==> config.mk <==
export PLATFORM = sky130hd
export DESIGN_NAME = decimal_pair_line_parser
export DESIGN_NICKNAME = d
export VERILOG_FILES = /design/src/dplp_pkg.sv /design/src/decimal_pair_line_parser.sv
export SDC_FILE = /design/constraint.sdc
export NUM_CORES = 1
export LEC_CHECK = 0
export BUFFER_PORTS_ARGS = -buffer_cell sky130_fd_sc_hd__buf_4
export CAP_MARGIN = 20
export CORE_MARGIN = 2
export CORE_UTILIZATION = 58
export DETAILED_ROUTE_END_ITERATION = 6
export GPL_ROUTABILITY_DRIVEN = 0
export PLACE_DENSITY = 0.89
export SYNTH_ARGS = -nofsm -noshare
export SYNTH_HDL_FRONTEND = slang
export SYNTH_SLANG_ARGS = --single-unit
==> constraint.sdc <==
create_clock -name clk -period 9 [get_ports clk]
set_clock_uncertainty 0.2 [all_clocks]
set_input_delay 2.25 -clock clk [delete_from_list [all_inputs] [get_ports clk]]
set_output_delay 2.25 -clock clk [all_outputs]
set_load 0.01 [all_outputs]
==> src/dplp_pkg.sv <==
// Shared types, character codes and arithmetic helpers of the decimal pair line parser.
package dplp_pkg;

  // Kept fraction digits of each number; values are in units of 10^-FRAC_DIGITS.
  localparam int unsigned FRAC_DIGITS = 3;
  // Default line buffer capacity; at most LINE_CAPACITY-1 characters fit.
  localparam int unsigned LINE_CAPACITY = 160;

  localparam logic [30:0] SAT_MAX = '1;

  localparam logic [7:0] CH_LF    = 8'h0A;
  localparam logic [7:0] CH_CR    = 8'h0D;
  localparam logic [7:0] CH_TAB   = 8'h09;
  localparam logic [7:0] CH_SPACE = 8'h20;
  localparam logic [7:0] CH_PLUS  = 8'h2B;
  localparam logic [7:0] CH_COMMA = 8'h2C;
  localparam logic [7:0] CH_MINUS = 8'h2D;
  localparam logic [7:0] CH_DOT   = 8'h2E;
  localparam logic [7:0] CH_ZERO  = 8'h30;
  localparam logic [7:0] CH_NINE  = 8'h39;
  localparam logic [7:0] CH_UP_B  = 8'h42;
  localparam logic [7:0] CH_UP_P  = 8'h50;
  localparam logic [7:0] CH_LO_E  = 8'h65;
  localparam logic [7:0] CH_LO_N  = 8'h6E;
  localparam logic [7:0] CH_LO_O  = 8'h6F;
  localparam logic [7:0] CH_NUL   = 8'h00;

  // Position inside a number field (low two bits of a number phase).
  localparam logic [1:0] OFF_LEAD  = 2'd0;
  localparam logic [1:0] OFF_INT   = 2'd1;
  localparam logic [1:0] OFF_FRAC  = 2'd2;
  localparam logic [1:0] OFF_TRAIL = 2'd3;

  typedef enum logic [3:0] {
    PH_START        = 4'd0,
    PH_N1           = 4'd1,
    PH_N2           = 4'd2,
    PH_N3           = 4'd3,
    PH_NONE         = 4'd4,
    PH_TUNE         = 4'd5,
    PH_BAD          = 4'd6,
    PH_B            = 4'd7,
    PH_FIRST_LEAD   = 4'd8,
    PH_FIRST_INT    = 4'd9,
    PH_FIRST_FRAC   = 4'd10,
    PH_FIRST_TRAIL  = 4'd11,
    PH_SECOND_LEAD  = 4'd12,
    PH_SECOND_INT   = 4'd13,
    PH_SECOND_FRAC  = 4'd14,
    PH_SECOND_TRAIL = 4'd15
  } phase_t;

  typedef enum logic [2:0] {
    KIND_NO_BALL   = 3'd0,
    KIND_BALL      = 3'd1,
    KIND_TUNING    = 3'd2,
    KIND_MALFORMED = 3'd3,
    KIND_OVERFLOW  = 3'd4
  } kind_t;

  function automatic logic [9:0] pow_ten(logic [1:0] idx);
    logic [9:0] p;
    unique case (idx)
      2'd0: p = 10'd1;
      2'd1: p = 10'd10;
      2'd2: p = 10'd100;
      default: p = 10'd1000;
    endcase
    return p;
  endfunction

  // acc*10 + d, saturated.
  function automatic logic [30:0] push_digit(logic [30:0] acc, logic [3:0] d);
    logic [34:0] t;
    t = (35'(acc) << 3) + (35'(acc) << 1) + 35'(d);
    return (t > 35'(SAT_MAX)) ? SAT_MAX : t[30:0];
  endfunction

  // Scale kept digits up to full thousandths, saturate, apply sign.
  function automatic logic [31:0] scale_value(logic [30:0] acc, logic [1:0] frac_seen,
                                              logic neg);
    logic [40:0] mag;
    logic [30:0] m;
    mag = 41'(acc) * 41'(pow_ten(2'(FRAC_DIGITS) - frac_seen));
    m = (mag > 41'(SAT_MAX)) ? SAT_MAX : mag[30:0];
    return neg ? (32'd0 - {1'b0, m}) : {1'b0, m};
  endfunction

endpackage

==> src/decimal_pair_line_parser.sv <==
// Top level of the decimal pair line parser: byte register, line parse state, result register.
//
// Usage: bytes arrive on in_rx_byte with in_valid/in_ready. While the stream
// is enabled, each newline-terminated line ("none", "B,<num>,<num>", a tuning
// line starting with 'P', or anything else) produces one result item on the
// out_ channel: line kind, the two numbers in signed thousandths (zero unless
// a ball measurement) and the running parse error count. Carriage returns are
// dropped, as is every byte while disabled. A line that grows past
// LINE_CAPACITY-1 characters yields an overflow item and restarts.
// cfg_stream_enable is written over cfg_valid/cfg_ready while the block is
// idle; every write clears the partial line and keeps the error count.
// A byte accepted into the byte register is parsed combinationally from it, and the
// result item that it completes is loaded into the result register. Throughput: one
// byte per cycle while the receiver does not stall, set by the single parse step
// between the byte register and the result register. When the receiver
// stalls, the result register holds its item, the byte register holds its
// byte and in_ready drops until the result is taken.
// Reset (synchronous, rst_n low) disables the stream, clears the line state
// and the error count and empties both registers.
module decimal_pair_line_parser #(
  parameter int unsigned LINE_CAPACITY = dplp_pkg::LINE_CAPACITY
) (
  input  logic        clk,
  input  logic        rst_n,
  input  logic        in_valid,
  output logic        in_ready,
  input  logic [7:0]  in_rx_byte,
  output logic        out_valid,
  input  logic        out_ready,
  output logic [2:0]  out_line_kind,
  output logic signed [31:0] out_ball_offset,
  output logic signed [31:0] out_ball_velocity,
  output logic [31:0] out_parse_errors,
  input  logic        cfg_valid,
  output logic        cfg_ready,
  input  logic        cfg_stream_enable
);

  localparam int unsigned CNT_W = $clog2(LINE_CAPACITY);
  localparam logic [CNT_W-1:0] CNT_LIMIT = CNT_W'(LINE_CAPACITY - 1);

  // byte register
  logic             in_vld_r;
  logic [7:0]       in_byte_r;

  // line parse state
  logic             stream_enable_r, stream_enable_nxt;
  logic [CNT_W-1:0] char_count_r, char_count_nxt;
  dplp_pkg::phase_t phase_r, phase_nxt;
  logic [30:0]      accum_r, accum_nxt;
  logic [1:0]       frac_r, frac_nxt;
  logic             neg_r, neg_nxt;
  logic             digit_seen_r, digit_seen_nxt;
  logic [31:0]      first_value_r, first_value_nxt;
  logic             content_ended_r, content_ended_nxt;
  logic [31:0]      error_total_r, error_total_nxt;

  // result register
  logic             out_vld_r;
  dplp_pkg::kind_t  out_kind_r;
  logic [31:0]      out_pos_r, out_vel_r, out_err_r;

  logic             proc;
  logic             cfg_wr;
  logic             load_out;
  logic             restart;
  logic             chk_comma;
  dplp_pkg::kind_t  kind;
  logic [31:0]      pos, vel;
  logic [31:0]      fin;
  logic [7:0]       c;
  logic             is_blank, is_digit, is_comma, second;
  logic [1:0]       off;

  // Parse the held byte whenever the result register can take a result.
  assign proc      = in_vld_r && (!out_vld_r || out_ready);
  assign in_ready  = !in_vld_r || proc;
  assign cfg_ready = !in_vld_r;
  assign cfg_wr    = cfg_valid && cfg_ready;

  assign c        = in_byte_r;
  assign is_blank = (c == dplp_pkg::CH_SPACE) || (c == dplp_pkg::CH_TAB);
  assign is_digit = (c >= dplp_pkg::CH_ZERO) && (c <= dplp_pkg::CH_NINE);
  assign second   = phase_r[2];
  assign is_comma = (c == dplp_pkg::CH_COMMA) && !second;
  assign off      = phase_r[1:0];
  assign fin      = dplp_pkg::scale_value(accum_r, frac_r, neg_r);

  always_comb begin
    stream_enable_nxt = stream_enable_r;
    char_count_nxt    = char_count_r;
    phase_nxt         = phase_r;
    accum_nxt         = accum_r;
    frac_nxt          = frac_r;
    neg_nxt           = neg_r;
    digit_seen_nxt    = digit_seen_r;
    first_value_nxt   = first_value_r;
    content_ended_nxt = content_ended_r;
    error_total_nxt   = error_total_r;
    load_out          = 1'b0;
    restart           = 1'b0;
    chk_comma         = 1'b0;
    kind              = dplp_pkg::KIND_NO_BALL;
    pos               = 32'd0;
    vel               = 32'd0;

    if (cfg_wr) begin
      stream_enable_nxt = cfg_stream_enable;
      restart           = 1'b1;
    end else if (proc && stream_enable_r && (c != dplp_pkg::CH_CR)) begin
      if (c == dplp_pkg::CH_LF) begin
        // End of line: classify and restart.
        load_out = 1'b1;
        restart  = 1'b1;
        if (phase_r == dplp_pkg::PH_NONE) begin
          kind = dplp_pkg::KIND_NO_BALL;
        end else if (phase_r == dplp_pkg::PH_TUNE) begin
          kind = dplp_pkg::KIND_TUNING;
        end else if (digit_seen_r && ((phase_r == dplp_pkg::PH_SECOND_INT) ||
                                      (phase_r == dplp_pkg::PH_SECOND_FRAC) ||
                                      (phase_r == dplp_pkg::PH_SECOND_TRAIL))) begin
          kind = dplp_pkg::KIND_BALL;
          pos  = first_value_r;
          vel  = fin;
        end else begin
          kind            = dplp_pkg::KIND_MALFORMED;
          error_total_nxt = error_total_r + 32'd1;
        end
      end else if (char_count_r < CNT_LIMIT) begin
        char_count_nxt = char_count_r + CNT_W'(1);
        if (!content_ended_r) begin
          if (c == dplp_pkg::CH_NUL) begin
            content_ended_nxt = 1'b1;
          end else begin
            unique case (phase_r)
              dplp_pkg::PH_START: begin
                if (c == dplp_pkg::CH_LO_N) begin
                  phase_nxt = dplp_pkg::PH_N1;
                end else if (c == dplp_pkg::CH_UP_P) begin
                  phase_nxt = dplp_pkg::PH_TUNE;
                end else if (c == dplp_pkg::CH_UP_B) begin
                  phase_nxt = dplp_pkg::PH_B;
                end else begin
                  phase_nxt = dplp_pkg::PH_BAD;
                end
              end
              dplp_pkg::PH_N1: begin
                phase_nxt = (c == dplp_pkg::CH_LO_O) ? dplp_pkg::PH_N2 : dplp_pkg::PH_BAD;
              end
              dplp_pkg::PH_N2: begin
                phase_nxt = (c == dplp_pkg::CH_LO_N) ? dplp_pkg::PH_N3 : dplp_pkg::PH_BAD;
              end
              dplp_pkg::PH_N3: begin
                phase_nxt = (c == dplp_pkg::CH_LO_E) ? dplp_pkg::PH_NONE : dplp_pkg::PH_BAD;
              end
              dplp_pkg::PH_TUNE: begin
                phase_nxt = dplp_pkg::PH_TUNE;
              end
              dplp_pkg::PH_B: begin
                phase_nxt = (c == dplp_pkg::CH_COMMA) ? dplp_pkg::PH_FIRST_LEAD
                                                      : dplp_pkg::PH_BAD;
              end
              dplp_pkg::PH_FIRST_LEAD, dplp_pkg::PH_FIRST_INT,
              dplp_pkg::PH_FIRST_FRAC, dplp_pkg::PH_FIRST_TRAIL,
              dplp_pkg::PH_SECOND_LEAD, dplp_pkg::PH_SECOND_INT,
              dplp_pkg::PH_SECOND_FRAC, dplp_pkg::PH_SECOND_TRAIL: begin
                if (off == dplp_pkg::OFF_LEAD) begin
                  // Leading blanks, then sign, digit or point.
                  if (is_blank) begin
                    phase_nxt = phase_r;
                  end else if (c == dplp_pkg::CH_MINUS) begin
                    neg_nxt   = 1'b1;
                    phase_nxt = dplp_pkg::phase_t'({1'b1, second, dplp_pkg::OFF_INT});
                  end else if (c == dplp_pkg::CH_PLUS) begin
                    phase_nxt = dplp_pkg::phase_t'({1'b1, second, dplp_pkg::OFF_INT});
                  end else if (is_digit) begin
                    digit_seen_nxt = 1'b1;
                    accum_nxt      = dplp_pkg::push_digit(accum_r, c[3:0]);
                    phase_nxt      = dplp_pkg::phase_t'({1'b1, second, dplp_pkg::OFF_INT});
                  end else if (c == dplp_pkg::CH_DOT) begin
                    phase_nxt = dplp_pkg::phase_t'({1'b1, second, dplp_pkg::OFF_FRAC});
                  end else begin
                    phase_nxt = dplp_pkg::PH_BAD;
                  end
                end else if (off == dplp_pkg::OFF_TRAIL) begin
                  if (is_blank) begin
                    phase_nxt = phase_r;
                  end else begin
                    chk_comma = 1'b1;
                  end
                end else begin
                  if (is_digit) begin
                    digit_seen_nxt = 1'b1;
                    if (off == dplp_pkg::OFF_INT) begin
                      accum_nxt = dplp_pkg::push_digit(accum_r, c[3:0]);
                    end else if (frac_r < 2'(dplp_pkg::FRAC_DIGITS)) begin
                      // Drop fraction digits beyond the kept precision.
                      accum_nxt = dplp_pkg::push_digit(accum_r, c[3:0]);
                      frac_nxt  = frac_r + 2'd1;
                    end
                  end else if ((c == dplp_pkg::CH_DOT) && (off == dplp_pkg::OFF_INT)) begin
                    phase_nxt = dplp_pkg::phase_t'({1'b1, second, dplp_pkg::OFF_FRAC});
                  end else if (is_blank) begin
                    phase_nxt = digit_seen_r
                              ? dplp_pkg::phase_t'({1'b1, second, dplp_pkg::OFF_TRAIL})
                              : dplp_pkg::PH_BAD;
                  end else begin
                    chk_comma = 1'b1;
                  end
                end
                if (chk_comma) begin
                  if (is_comma && digit_seen_r) begin
                    // First number done: latch it and start the second.
                    first_value_nxt = fin;
                    accum_nxt       = 31'd0;
                    frac_nxt        = 2'd0;
                    neg_nxt         = 1'b0;
                    digit_seen_nxt  = 1'b0;
                    phase_nxt       = dplp_pkg::PH_SECOND_LEAD;
                  end else begin
                    phase_nxt = dplp_pkg::PH_BAD;
                  end
                end
              end
              default: begin
                phase_nxt = dplp_pkg::PH_BAD;
              end
            endcase
          end
        end
      end else begin
        // Line too long: drop the byte, report overflow, restart.
        load_out        = 1'b1;
        restart         = 1'b1;
        kind            = dplp_pkg::KIND_OVERFLOW;
        error_total_nxt = error_total_r + 32'd1;
      end
    end

    if (restart) begin
      char_count_nxt    = '0;
      phase_nxt         = dplp_pkg::PH_START;
      accum_nxt         = 31'd0;
      frac_nxt          = 2'd0;
      neg_nxt           = 1'b0;
      digit_seen_nxt    = 1'b0;
      first_value_nxt   = 32'd0;
      content_ended_nxt = 1'b0;
    end
  end

  always_ff @(posedge clk) begin
    if (!rst_n) begin
      in_vld_r        <= 1'b0;
      out_vld_r       <= 1'b0;
      stream_enable_r <= 1'b0;
      char_count_r    <= '0;
      phase_r         <= dplp_pkg::PH_START;
      accum_r         <= 31'd0;
      frac_r          <= 2'd0;
      neg_r           <= 1'b0;
      digit_seen_r    <= 1'b0;
      first_value_r   <= 32'd0;
      content_ended_r <= 1'b0;
      error_total_r   <= 32'd0;
    end else begin
      if (in_ready) begin
        in_vld_r <= in_valid;
      end
      if (load_out) begin
        out_vld_r <= 1'b1;
      end else if (out_ready) begin
        out_vld_r <= 1'b0;
      end
      stream_enable_r <= stream_enable_nxt;
      char_count_r    <= char_count_nxt;
      phase_r         <= phase_nxt;
      accum_r         <= accum_nxt;
      frac_r          <= frac_nxt;
      neg_r           <= neg_nxt;
      digit_seen_r    <= digit_seen_nxt;
      first_value_r   <= first_value_nxt;
      content_ended_r <= content_ended_nxt;
      error_total_r   <= error_total_nxt;
    end
  end

  // Payload registers: no reset needed.
  always_ff @(posedge clk) begin
    if (in_valid && in_ready) begin
      in_byte_r <= in_rx_byte;
    end
    if (load_out) begin
      out_kind_r <= kind;
      out_pos_r  <= pos;
      out_vel_r  <= vel;
      out_err_r  <= error_total_nxt;
    end
  end

  assign out_valid          = out_vld_r;
  assign out_line_kind      = out_kind_r;
  assign out_ball_offset    = out_pos_r;
  assign out_ball_velocity  = out_vel_r;
  assign out_parse_errors   = out_err_r;

  a_count_bound: assert property (@(posedge clk) disable iff (!rst_n)
    char_count_r <= CNT_LIMIT)
    else $error("line character count exceeds capacity");

  a_err_step: assert property (@(posedge clk) disable iff (!rst_n)
    (load_out && ((kind == dplp_pkg::KIND_MALFORMED) || (kind == dplp_pkg::KIND_OVERFLOW)))
    |=> (error_total_r == $past(error_total_r) + 32'd1))
    else $error("error count did not advance on a bad line");

  a_err_hold: assert property (@(posedge clk) disable iff (!rst_n)
    !load_out |=> (error_total_r == $past(error_total_r)))
    else $error("error count changed without a result");

  a_zero_values: assert property (@(posedge clk) disable iff (!rst_n)
    (out_vld_r && (out_kind_r != dplp_pkg::KIND_BALL))
    |-> ((out_pos_r == 32'd0) && (out_vel_r == 32'd0)))
    else $error("nonzero values on a result that is not a ball measurement");

  a_disabled_quiet: assert property (@(posedge clk) disable iff (!rst_n)
    (proc && !stream_enable_r) |-> !load_out)
    else $error("result produced while the stream is disabled");

endmodule
==> impl_metrics.ini <==
[detailed_routing]
drtIter0Drc = 2073
postRouteAntennaNets = 0
wl_um = 59500
via_count = 19600
wl_per_cell_um = 19.1
drc_errors = 10
viasPerCell = 6.27
first_pass_iters = 7

[die]
die-height_um = 198
rows = 71
initial_core_util_pct = 58.4
die_area_um2 = 39200
die_w_um = 198
core_area_um2 = 37300
ios = 116

[timing]
min_period_over_period_pct = 97.4
final.min_clock_period_ns = 8.76
worstMarginPinSlew_ns = 1.18
setup-violations-final = 0
slew_headroom_pct = 20.9
hold_viol = 0
slew_viol_final = 0
clock.fmax_ghz = 0.114

[synth]
yosys-top-cells-count = nand2_1 (282), inv_1 (243), fa_1 (183)
synth.most_common_cell = nand2_1
ys_async_sr_fraction_pct = 0
syn_avg_cell_area_um2 = 8.75
yosysSeqAreaShare_pct = 25.3
syn_area_um2 = 21800
synth_ff_type = dfxtp_1
yosys_warnings = 0
ys_types = 89
synth_top_cell_by_area = fa_1
synth_area_leaders = fa_1 (17%), edfxtp_1 (15%), dfxtp_1 (11%)
synth_edf_count = 107
ys_seq_elements = 222
synth_nets = 2862
netlist_instances = 2492
yosysTopAreaCellShare_pct = 16.8

[placement]
dp_cells = 3067
io_buffers = 115
place_area_um2 = 23600
place_hpwl_um = 45400

[cts]
cts-root-buf = clkbuf_16
insertion_delay_ns = 0.56
path_clk_slew_ns = 0.07
cts_buffer_depth = 3
cts_tree = done
clock-sinks = 222
cts_buffers = 23
cts_htree_levels = 1
hold_buffers = 0

[finish]
drive_above_1_share_pct = 14.3
finalInstanceArea_um2 = 24800
nNetsFinal = 3001
fill_cells = 2707
finalNonFillerCells = 3121
syn_to_final_growth_pct = 13.7
utilization_pct = 66.5
insertedDiodeCount = 0

[global_routing]
grt_pass1_wl_um = 93800
grt_max_degree = 90
antenna_found_initial = 0
grt_pass1_vias = 19200
grt_usage_pct = 29.5
grt.overflow.total = 0

[run]
maxCapViolations = 0

[setup_path]
critical_path.max_stage_delay_ns = 0.54
cp.required_ns = 9.11
critPathMaxFanout = 6
crit_arrival_ns = 8.87
cp_slowest_cell = fa_1
start_kind = flip-flop
cp-end-kind = flip-flop
worst_path_most_repeated_cell = fa_1
crit_type = reg2reg

[outcome]
violations = DRC
outcome = finished with violations

[hold_path]
hp-class = reg2reg

[pwr]
ir_drop_uv = 122
leakage_nw = 11.1
powerDensity_nw_per_um2 = 82.1
timing repair:
action	4_1_cts	5_1_grt
pin swaps	1	18
setup buffers	2	10
setup endpoints to repair	6	19
resized for setup	13	66
state kept, by name, summed over array words and instances (netlist names), 3 cells and up:
| signal | flops |
|---|---|
| error_total_r | 32 |
| phase_r | 4 |
| out_ball_velocity | 32 |
| first_value_r | 32 |
| accum_r | 31 |
| out_parse_errors | 32 |
| out_line_kind | 3 |
| c | 8 |
| out_ball_offset | 32 |
| char_count_r | 8 |
final cells by class:
type	count	area, µm²	area share, %
clock buffers	28	604	2.44
clock inverters	13	118	0.474
inverters	243	915	3.69
multi-input cells	1906	15200	61.3
flip-flops and latches	222	5520	22.3
well taps	474	593	2.39
repair buffers	235	1850	7.46
stage by stage:
step | hold slack [ns] | setup TNS (ns) | power, mW | setup slack, ns
floorplan | 0.217 | 0 | 1.10 | 0.00573
global placement | 0.228 | 0 | 1.12 | 0.276
detailed placement | 0.236 | -0.451 | 1.12 | -0.174
CTS | 0.248 | 0 | 2.04 | 0.0451
global route | 0.279 | -0.453 | 2.08 | -0.186
finish | 0.246 | 0 | 2.03 | 0.236
kinds of logic after synthesis:
kind of cell | Yosys count | share of synthesized area [%]
muxes | 16 | 0.758
AOI/OAI and AO/OA | 562 | 16.7
and+or+nand+nor | 871 | 20.0
DFF | 222 | 25.3
buffers and inverters | 364 | 6.47
adders and majority gates | 356 | 26.7
xor gates and xnor gates | 101 | 4.06
where the power goes:
group / leakage (nW) / switching (mW) / internal, mW
Sequential: 1.69 / 0.00700 / 1.05
Combinational: 9.08 / 0.0255 / 0.0144
Clock: 0.354 / 0.422 / 0.513
metal layers:
layer	part of all wire, %	track usage (%)
met1	39	37.3
met5	0	0
met2	46	49.1
met4	5.1	14.2
met3	9.7	5.08
critical path, delay by kind of cell, from the launching register on:
kind,cells,cell delay (ns)
AND/OR/NAND/NOR,10,1.76
adder cells (fa/ha/maj),7,3.01
flip-flops,1,0.39
buffers and inverters,5,0.40
multiplexers,1,0.37
AO/OA/AOI/OAI,10,2.38
worst paths after layout:
| path | endpoint | startpoint | depth (start not counted) | slack (ns) |
|---|---|---|---|---|
| max | out_ball_velocity[28] | frac_r[1] | 33 | 0.24 |
| min | first_value_r[18] | first_value_r[18] | 2 | 0.25 |
| max reg2reg | out_ball_velocity[28] | frac_r[1] | 33 | 0.24 |
| min reg2reg | first_value_r[18] | first_value_r[18] | 2 | 0.25 |
layout by cell type (no fill, tap or decap), drive strengths merged, types with 7 or more instances in the layout:
master,netlist,layout
nand4,35,35
xnor2,66,66
o211a,7,7
or3,9,9
o21ai,152,152
clkinv,0,9
nor2,150,150
nand3,38,38
and2,92,92
inv,243,245
dfxtp,115,115
nor4,16,16
o31ai,22,22
nand2,282,282
o21bai,7,7
and4,8,8
buf,16,234
mux2i,12,12
a21oi,161,161
edfxtp,107,107
a21o,30,30
clkbuf,105,29
a211o,7,7
o2111ai,7,7
a211oi,30,30
nor3,52,52
and3,32,32
xor2,35,35
or2,13,13
nand2b,53,53
ha,173,173
fa,183,183
nor2b,65,65
a31oi,29,29
o211ai,19,19
a2111oi,7,7
a21boi,15,15
o21a,15,15
Note: power is estimated with default switching activity, not from simulation.
